==> src/ssh_pkg.sv <==
`timescale 1ns / 1ps
`default_nettype none
package ssh_pkg;

   typedef enum logic [2:0] {
      ST_IDLE,
      ST_PAD,
      ST_COMP,
      ST_ADD,
      ST_OUT
   } state_type;

   typedef enum logic [1:0] {
      SEL_DATA,
      SEL_MARK,
      SEL_ZERO,
      SEL_LEN
   } byte_sel_type;

   typedef struct packed {
      logic         shift_en;
      byte_sel_type byte_sel;
      logic         count_en;
      logic         load_v;
      logic         round_en;
      logic         chain_add;
      logic         out_adv;
      logic         msg_clear;
   } cmd_type;

   typedef struct packed {
      logic [6:0] fill;
      logic       round_last;
      logic       idx_last;
   } status_type;

   localparam logic [7:0] PAD_MARK   = 8'h80;
   localparam logic [6:0] FILL_LAST  = 7'd127;
   localparam logic [6:0] FILL_LEN   = 7'd120;
   localparam logic [6:0] FILL_TWO   = 7'd112;
   localparam logic [6:0] ROUND_LAST = 7'd79;

   function automatic logic [63:0] iv_word(input logic [2:0] i);
      logic [63:0] r;
      unique case (i)
         3'd0: r = 64'h6a09e667f3bcc908;
         3'd1: r = 64'hbb67ae8584caa73b;
         3'd2: r = 64'h3c6ef372fe94f82b;
         3'd3: r = 64'ha54ff53a5f1d36f1;
         3'd4: r = 64'h510e527fade682d1;
         3'd5: r = 64'h9b05688c2b3e6c1f;
         3'd6: r = 64'h1f83d9abfb41bd6b;
         default: r = 64'h5be0cd19137e2179;
      endcase
      return r;
   endfunction

   function automatic logic [63:0] round_k(input logic [6:0] t);
      logic [63:0] r;
      unique case (t)
         7'd0:  r = 64'h428a2f98d728ae22; 7'd1:  r = 64'h7137449123ef65cd;
         7'd2:  r = 64'hb5c0fbcfec4d3b2f; 7'd3:  r = 64'he9b5dba58189dbbc;
         7'd4:  r = 64'h3956c25bf348b538; 7'd5:  r = 64'h59f111f1b605d019;
         7'd6:  r = 64'h923f82a4af194f9b; 7'd7:  r = 64'hab1c5ed5da6d8118;
         7'd8:  r = 64'hd807aa98a3030242; 7'd9:  r = 64'h12835b0145706fbe;
         7'd10: r = 64'h243185be4ee4b28c; 7'd11: r = 64'h550c7dc3d5ffb4e2;
         7'd12: r = 64'h72be5d74f27b896f; 7'd13: r = 64'h80deb1fe3b1696b1;
         7'd14: r = 64'h9bdc06a725c71235; 7'd15: r = 64'hc19bf174cf692694;
         7'd16: r = 64'he49b69c19ef14ad2; 7'd17: r = 64'hefbe4786384f25e3;
         7'd18: r = 64'h0fc19dc68b8cd5b5; 7'd19: r = 64'h240ca1cc77ac9c65;
         7'd20: r = 64'h2de92c6f592b0275; 7'd21: r = 64'h4a7484aa6ea6e483;
         7'd22: r = 64'h5cb0a9dcbd41fbd4; 7'd23: r = 64'h76f988da831153b5;
         7'd24: r = 64'h983e5152ee66dfab; 7'd25: r = 64'ha831c66d2db43210;
         7'd26: r = 64'hb00327c898fb213f; 7'd27: r = 64'hbf597fc7beef0ee4;
         7'd28: r = 64'hc6e00bf33da88fc2; 7'd29: r = 64'hd5a79147930aa725;
         7'd30: r = 64'h06ca6351e003826f; 7'd31: r = 64'h142929670a0e6e70;
         7'd32: r = 64'h27b70a8546d22ffc; 7'd33: r = 64'h2e1b21385c26c926;
         7'd34: r = 64'h4d2c6dfc5ac42aed; 7'd35: r = 64'h53380d139d95b3df;
         7'd36: r = 64'h650a73548baf63de; 7'd37: r = 64'h766a0abb3c77b2a8;
         7'd38: r = 64'h81c2c92e47edaee6; 7'd39: r = 64'h92722c851482353b;
         7'd40: r = 64'ha2bfe8a14cf10364; 7'd41: r = 64'ha81a664bbc423001;
         7'd42: r = 64'hc24b8b70d0f89791; 7'd43: r = 64'hc76c51a30654be30;
         7'd44: r = 64'hd192e819d6ef5218; 7'd45: r = 64'hd69906245565a910;
         7'd46: r = 64'hf40e35855771202a; 7'd47: r = 64'h106aa07032bbd1b8;
         7'd48: r = 64'h19a4c116b8d2d0c8; 7'd49: r = 64'h1e376c085141ab53;
         7'd50: r = 64'h2748774cdf8eeb99; 7'd51: r = 64'h34b0bcb5e19b48a8;
         7'd52: r = 64'h391c0cb3c5c95a63; 7'd53: r = 64'h4ed8aa4ae3418acb;
         7'd54: r = 64'h5b9cca4f7763e373; 7'd55: r = 64'h682e6ff3d6b2b8a3;
         7'd56: r = 64'h748f82ee5defb2fc; 7'd57: r = 64'h78a5636f43172f60;
         7'd58: r = 64'h84c87814a1f0ab72; 7'd59: r = 64'h8cc702081a6439ec;
         7'd60: r = 64'h90befffa23631e28; 7'd61: r = 64'ha4506cebde82bde9;
         7'd62: r = 64'hbef9a3f7b2c67915; 7'd63: r = 64'hc67178f2e372532b;
         7'd64: r = 64'hca273eceea26619c; 7'd65: r = 64'hd186b8c721c0c207;
         7'd66: r = 64'heada7dd6cde0eb1e; 7'd67: r = 64'hf57d4f7fee6ed178;
         7'd68: r = 64'h06f067aa72176fba; 7'd69: r = 64'h0a637dc5a2c898a6;
         7'd70: r = 64'h113f9804bef90dae; 7'd71: r = 64'h1b710b35131c471b;
         7'd72: r = 64'h28db77f523047d84; 7'd73: r = 64'h32caab7b40c72493;
         7'd74: r = 64'h3c9ebe0a15c9bebc; 7'd75: r = 64'h431d67c49c100d4c;
         7'd76: r = 64'h4cc5d4becb3e42b6; 7'd77: r = 64'h597f299cfc657e2a;
         7'd78: r = 64'h5fcb6fab3ad6faec; 7'd79: r = 64'h6c44198c4a475817;
         default: r = 64'h0;
      endcase
      return r;
   endfunction

endpackage
`default_nettype wire

==> src/ssh_ctrl.sv <==
`timescale 1ns / 1ps
`default_nettype none
module ssh_ctrl (
   input  wire logic                clock,
   input  wire logic                reset,
   input  wire logic                req_valid,
   input  wire logic                req_kind,
   output logic                     req_stall,
   output logic                     rsp_valid,
   input  wire logic                rsp_stall,
   input  wire ssh_pkg::status_type status,
   output ssh_pkg::cmd_type         cmd
);

   ssh_pkg::state_type state_ff, state_in, ret_ff, ret_in;
   logic               two_ff, two_in;

   always_ff @(posedge clock) begin
      if (reset) begin
         state_ff <= ssh_pkg::ST_IDLE;
         ret_ff   <= ssh_pkg::ST_IDLE;
         two_ff   <= 1'b0;
      end else begin
         state_ff <= state_in;
         ret_ff   <= ret_in;
         two_ff   <= two_in;
      end
   end

   always_comb begin
      state_in     = state_ff;
      ret_in       = ret_ff;
      two_in       = two_ff;
      cmd          = '0;
      cmd.byte_sel = ssh_pkg::SEL_ZERO;
      req_stall    = 1'b1;
      rsp_valid    = 1'b0;
      unique case (state_ff)
         ssh_pkg::ST_IDLE: begin
            req_stall    = 1'b0;
            cmd.shift_en = req_valid;
            cmd.count_en = req_valid & ~req_kind;
            cmd.byte_sel = req_kind ? ssh_pkg::SEL_MARK : ssh_pkg::SEL_DATA;
            if (req_valid) begin
               if (status.fill == ssh_pkg::FILL_LAST) begin
                  cmd.load_v = 1'b1;
                  state_in   = ssh_pkg::ST_COMP;
                  ret_in     = req_kind ? ssh_pkg::ST_PAD : ssh_pkg::ST_IDLE;
                  two_in     = 1'b0;
               end else if (req_kind) begin
                  two_in   = (status.fill >= ssh_pkg::FILL_TWO);
                  state_in = ssh_pkg::ST_PAD;
               end
            end
         end
         ssh_pkg::ST_PAD: begin
            cmd.shift_en = 1'b1;
            cmd.byte_sel = (two_ff || status.fill < ssh_pkg::FILL_LEN) ?
                           ssh_pkg::SEL_ZERO : ssh_pkg::SEL_LEN;
            if (status.fill == ssh_pkg::FILL_LAST) begin
               cmd.load_v = 1'b1;
               state_in   = ssh_pkg::ST_COMP;
               ret_in     = two_ff ? ssh_pkg::ST_PAD : ssh_pkg::ST_OUT;
               two_in     = 1'b0;
            end
         end
         ssh_pkg::ST_COMP: begin
            cmd.round_en = 1'b1;
            if (status.round_last) begin
               state_in = ssh_pkg::ST_ADD;
            end
         end
         ssh_pkg::ST_ADD: begin
            cmd.chain_add = 1'b1;
            state_in      = ret_ff;
         end
         ssh_pkg::ST_OUT: begin
            rsp_valid = 1'b1;
            if (!rsp_stall) begin
               cmd.out_adv = 1'b1;
               if (status.idx_last) begin
                  cmd.msg_clear = 1'b1;
                  state_in      = ssh_pkg::ST_IDLE;
               end
            end
         end
         default: state_in = ssh_pkg::ST_IDLE;
      endcase
   end

endmodule
`default_nettype wire

==> config.mk <==
export PLATFORM = sky130hd
export DESIGN_NAME = ssh_ctrl
export DESIGN_NICKNAME = d
export VERILOG_FILES = /design/src/ssh_pkg.sv /design/src/ssh_ctrl.sv
export SDC_FILE = /design/constraint.sdc
export NUM_CORES = 1
export LEC_CHECK = 0
export ABC_AREA = 0
export BUFFER_PORTS_ARGS = -buffer_cell sky130_fd_sc_hd__buf_2
export CORE_MARGIN = 4
export CORE_UTILIZATION = 30
export DETAILED_ROUTE_END_ITERATION = 7
export GPL_TIMING_DRIVEN = 1
export PLACE_DENSITY = 0.63
export SLEW_MARGIN = 0
export SYNTH_ARGS = -nofsm -noshare
export SYNTH_HDL_FRONTEND = slang
export SYNTH_SLANG_ARGS = --single-unit
==> constraint.sdc <==
create_clock -name clock -period 1.3 [get_ports clock]
set_input_delay 0.325 -clock clock [delete_from_list [all_inputs] [get_ports clock]]
set_output_delay 0.325 -clock clock [all_outputs]
set_load 0.01 [all_outputs]
* After elaboration in Yosys (flattened, before gate mapping)
Index checks and enable logic that the tools add are counted. W data, S select, Z words.
Word-level totals: flip-flop bits (word level) 7
Operators by class: magnitude comparators 2, equal/unequal tests 12, mux-type cells 33, bitwise logic cells 2, reduce and logical (&&, ||, !) cells 6
Operator list (count):
- $mux W3 | 11
- $mux W1 | 15
- $pmux W3 S5 | 1
- $ne A2 B2 Y1 const B | 6
- $pmux W3 S2 | 2
- $reduce_and A4 Y1 | 2
- $eq A7 B7 Y1 const B | 1
- $ge A7 B7 Y1 const B | 1
- $lt A7 B7 Y1 const B | 1
- $eq A3 B2 Y1 const B | 2
- $reduce_and A6 Y1 | 1
- $mux W2 | 2
- $pmux W1 S2 | 2
- $eq A3 B1 Y1 const B | 1
- $eq A3 B3 Y1 const B | 1
- $logic_not A3 Y1 | 1
- $ne A3 B3 Y1 const B | 1
- $reduce_bool A2 Y1 | 1
- $and A1 B1 Y1 | 1
- $logic_or A1 B1 Y1 | 1
- $not A1 Y1 | 1

* Longest topological paths before layout
word-level depth 5, depth in mapped cells 6

* Worst setup path before layout
Ideal clock, no wire load.
path type reg-to-output, start register state_ff[1], end output cmd[5] in the netlist's numbering, arrival time 1.027 ns, slack -0.052 ns, cell stages (with the launch flop) 4, path through dfxtp_1 -> nor2_8 -> nand2_1 -> nor3b_1
RTL lines:
- start: declaration | RTL line ssh_ctrl.sv:15 | ssh_pkg::state_type state_ff, state_in, ret_ff, ret_in;
- start signal: assignment | RTL line ssh_ctrl.sv:20 | state_ff <= ssh_pkg::ST_IDLE;
- start signal: assignment | RTL line ssh_ctrl.sv:24 | state_ff <= state_in;
- end: declaration | RTL line ssh_ctrl.sv:12 | output ssh_pkg::cmd_type cmd

==> results by stage <==
Setup path:
- The timing startpoint of the critical path is state_ff[2]$_SDFFE_PP0P_.
- The reg-to-reg critical path endpoint is state_ff[0]$_SDFFE_PP0P_.
- Data arrives at the worst endpoint at 1.17 ns.
- The buffer and inverter count on the worst path is 1.
- By startpoint and endpoint, the worst setup path is classified as flip-flop to output port.
- The startpoint class of the critical path is a flip-flop.
- The worst reg-to-reg path cell count is 5.
- The highest net fanout along the worst path is 5.
- The category of the worst setup path capture point is an output port.
- The stage delay of the slowest cell on the critical path is 0.36 ns.
- Traced cell by cell, the critical path runs through nor2_8, nor4b_4, buf_2.
- The setup check on the worst reg-to-reg path leaves a slack of 0.05 ns.
- The critical path ends at cmd[4].
- The cell depth of the worst setup path is 3.
- The required arrival time at the worst endpoint is just under 1 ns.
- The startpoint identified for the worst register-to-register timing path is state_ff[0]$_SDFFE_PP0P_.
- The kind of cell with the highest combined delay along the critical path is simple AND/OR/NAND/NOR gates.
- On the critical path, the stage with the largest delay is an instance of sky130_fd_sc_hd__dfxtp_4.

Placed design:
- Detailed placement finished with a half-perimeter wire length of 1.17 mm.
- The number of I/O port buffers is 24.
- The congestion estimate from routability-driven global placement came to 0.810.
- After detailed placement, the design holds a cell count of 111.

Pwr:
- For this design the total switching power over the nets is 167 µW.
- The overall power consumption is 556 µW.
- The sequential group share of total power is 0.350.
- For this design the ratio of total power to cell area is between 600 and 700 mW/mm².
- VDD sags by at most 0.338 mV.
- The clock network fraction of total power is 0.313.
- The switching share of total power is 0.299.
- The share of total power dissipated in combinational logic is 0.336.
- The internal power of the cells totals 390 µW.
- The static leakage is 0.402 nW.

Layout:
- The final non-filler cell total is approximately 120.
- The layout overhead on the synthesized area is 75.0%.
- The number of diodes is 0.
- Of the cells placed in the final design, the portion with a size suffix greater than 1 is 0.650.
- The layout net count is 119.

Synth:
- The sequential cell area fraction in the yosys report is 0.245.
- After synthesis, the netlist uses 34 different library cells.
- The number of nets handed over by synthesis was 74.
- The count of state elements after synthesis is 6.
- For this run, the number of Yosys warnings is 0.
- The mean post-synth cell area is about 8 µm².
- The post-synthesis cell area is slightly below 500 µm².
- The gate count of the mapped netlist is 60.

Clock network:
- The number of H-tree levels is 1.
- The clock passes through at most 2 buffers.
- The TritonCTS clock tree is yes.
- The clock-pin slew of the registers on the worst-case setup and hold paths is 0.05 ns.
- The tree is rooted in a sky130_fd_sc_hd__clkbuf_4.
- Clock tree synthesis found a total of 6 sinks.
- For this design, the CTS-stage hold fixing added 0 buffers.
- The clock insertion delay at the later pin of the skew report is 0.25 ns.
- In this run, CTS created clock tree buffers numbering 3.

Drt:
- The count of nets left with antenna violations once routing finished came out at 0.
- After detailed routing, no signal wire sits above met4.
- For this block, wires on met1 add up to roughly 700 µm.
- The number of DRC markers after the initial detailed-route iteration is 8.
- The length of routed met3 wiring is 81 µm.
- The average routed wire per standard cell is 13.0 µm.
- The ratio of routed vias to standard cells is 5.32.
- The aggregate routed wire length is between 1.5 and 2 mm.
- In the routed design, unresolved DRC markers number 0.
- Before antenna repair, the detailed router went through 4 iterations.
- The met2 wire length is about 750 µm.
- For this block, the via count after detailed routing is 633.

Floorplanning:
- The die extent in x is 48.4 µm.
- The floorplan step defined a core boundary enclosing 0.00152 mm².
- The number of placed I/O pins is 25.
- After floorplanning, the core was divided into 14 placement rows.
- The starting utilization of the core area is 0.322.
- The die area is 0.00235 mm².
- The die is just under 50 µm tall.

GRT:
- The via count of the first global-routing pass is about 580.
- Entering global routing, the biggest net connects 8 pins.
- The first global-routing pass estimated around 2.4 mm of wire.
- Across every metal layer, demand over resource in global routing totals 0.129.
- The number of antenna violations at the first check in global routing is 0.
- The total grt overflow is 0.

Timing:
- The maximum operating frequency is between 0.6 and 0.7 GHz.
- Across the routed clock network, the largest skew measured is around 0.0029 ns.
- Setup repair after global routing could not meet its margin everywhere.
- The max-slew violation total from the final report is 0.
- In the finished design, the share of the clock period the worst path needs comes to 1.15.
- The clock period minus final worst setup slack is 1.49 ns.
- The smallest setup slack after layout is -0.194 ns.
- Setup violations remaining at the end of the flow were counted as 10.
- The measured slew at the worst slew-check pin is 0.283 ns.
- The final hold violation count is 0.
- In this run the tightest slew margin relative to its limit is 0.811.
- The final hold slack is 0.400 ns.

Min path:
- The kind of path behind the tightest hold check is input pin to flip-flop.

Outcome:
- The checks that failed: setup timing.
- The run finished, with violations left.

Job:
- The max-capacitance violation count is 0.
-- metrics by stage --
step | TNS, ns | cell area, µm² | util | setup WS [ns]
floorplan | 0 | 495 | - | 0.0312
global placement | -0.385 | 717 | 0.470 | -0.106
detailed placement | -0.545 | 717 | 0.470 | -0.133
CTS | -1.38 | 785 | 0.515 | -0.228
global route | -1.94 | 858 | 0.563 | -0.268
finish | -1.41 | 858 | 0.563 | -0.194
-- worst register-to-register path: stages, from the launching register on --
cell,delay (ns)
sky130_fd_sc_hd__dfxtp_4,0.35
sky130_fd_sc_hd__buf_6,0.13
sky130_fd_sc_hd__buf_4,0.13
sky130_fd_sc_hd__a2111o_1,0.29
sky130_fd_sc_hd__o32ai_2,0.12
sky130_fd_sc_hd__a31o_1,0.17
-- registers in the layout, summed over array words and instances, names as in the netlist --
register,cells
two_ff,1
state_ff,3
ret_ff,2
-- layer usage --
metal | up-vias | global-route usage
li1 | 314 | -
met1 | 300 | 0.158
met2 | 17 | 0.202
met3 | 2 | 0.0552
met4 | 0 | 0.0415
met5 | - | 0
-- how the worst min path moves through the flow --
stage	startpoint	to	slack, ns	cells after the start
2_1_floorplan	ret_ff[2]$_SDFFE_PP0P_	ret_ff[2]$_SDFFE_PP0P_	0.45	2
3_3_place_gp	ret_ff[2]$_SDFFE_PP0P_	ret_ff[2]$_SDFFE_PP0P_	0.47	2
3_5_place_dp	ret_ff[2]$_SDFFE_PP0P_	ret_ff[2]$_SDFFE_PP0P_	0.46	2
4_1_cts	req_kind	ret_ff[0]$_SDFFE_PP0P_	0.39	3
5_1_grt	req_kind	ret_ff[0]$_SDFFE_PP0P_	0.40	3
6_report	req_kind	ret_ff[0]$_SDFFE_PP0P_	0.40	3
-- cell families (layout without fill, tap and decap cells) --
family / Yosys count / in the layout / share of synthesized area
simple gates: 33 / 33 / 0.459
compound gates: 14 / 14 / 0.225
buf+inv: 7 / 50 / 0.0714
flops: 6 / 6 / 0.245
-- what timing repair did --
action                                  in CTS  in global routing
endpoints found under the setup margin      12                 14
gates resized for setup                     12                 13
setup buffers                                1                  4
pin swaps                                    3                  7
-- cells in the final DEF, fill, tap and decap left out, types with 2 or more instances in the layout --
cell                       netlist  final
sky130_fd_sc_hd__inv_2           0      2
sky130_fd_sc_hd__nor2_2          1      2
sky130_fd_sc_hd__nor2_1          7      5
sky130_fd_sc_hd__nand2_1         6      4
sky130_fd_sc_hd__nand2b_1        2      2
sky130_fd_sc_hd__inv_1           5      3
sky130_fd_sc_hd__buf_6           1      4
sky130_fd_sc_hd__clkbuf_4        0      3
sky130_fd_sc_hd__buf_4           0     16
sky130_fd_sc_hd__dfxtp_1         6      3
sky130_fd_sc_hd__dfxtp_4         0      3
sky130_fd_sc_hd__buf_2           0     22
sky130_fd_sc_hd__nor3_2          1      2
sky130_fd_sc_hd__nand3_1         3      3
sky130_fd_sc_hd__nand2_2         0      2
-- Yosys cell counts (all sizes together) --
library cell,count,share of area
and2,2,0.026
a2111o,1,0.023
nor3b,1,0.015
o21a,1,0.015
o221ai,1,0.018
o32a,1,0.020
nand4,1,0.043
a22oi,1,0.015
o32ai,1,0.018
a21oi,1,0.010
nor4b,1,0.048
inv,5,0.038
nand3,3,0.031
clkbuf,1,0.010
nand4b,1,0.018
o21ai,1,0.010
dfxtp,6,0.24
a311oi,1,0.018
a2111oi,1,0.018
a31oi,1,0.013
buf,1,0.023
o22ai,1,0.013
and2b,1,0.015
nand2,6,0.046
a211oi,1,0.015
nor3,4,0.051
a31o,1,0.018
nor2b,1,0.013
nand2b,2,0.026
nor2,9,0.11
and4,1,0.020
-- power groups by stage --
stage	Sequential, mW	Clock (mW)	Combinational [mW]
floorplan	0.198	0	0.0822
global placement	0.200	0	0.152
detailed placement	0.200	0	0.155
CTS	0.196	0.186	0.166
global route	0.196	0.190	0.203
finish	0.195	0.174	0.187
-- layout make-up --
type | instances | area, µm²
clock buffer | 3 | 22.5
fill | 138 | 666
inverter | 5 | 18.8
multi-input combinational | 47 | 390
sequential | 6 | 131
tap | 16 | 20.0
timing repair buffer | 42 | 275
No activity file was read; power rests on OpenSTA's default activity.
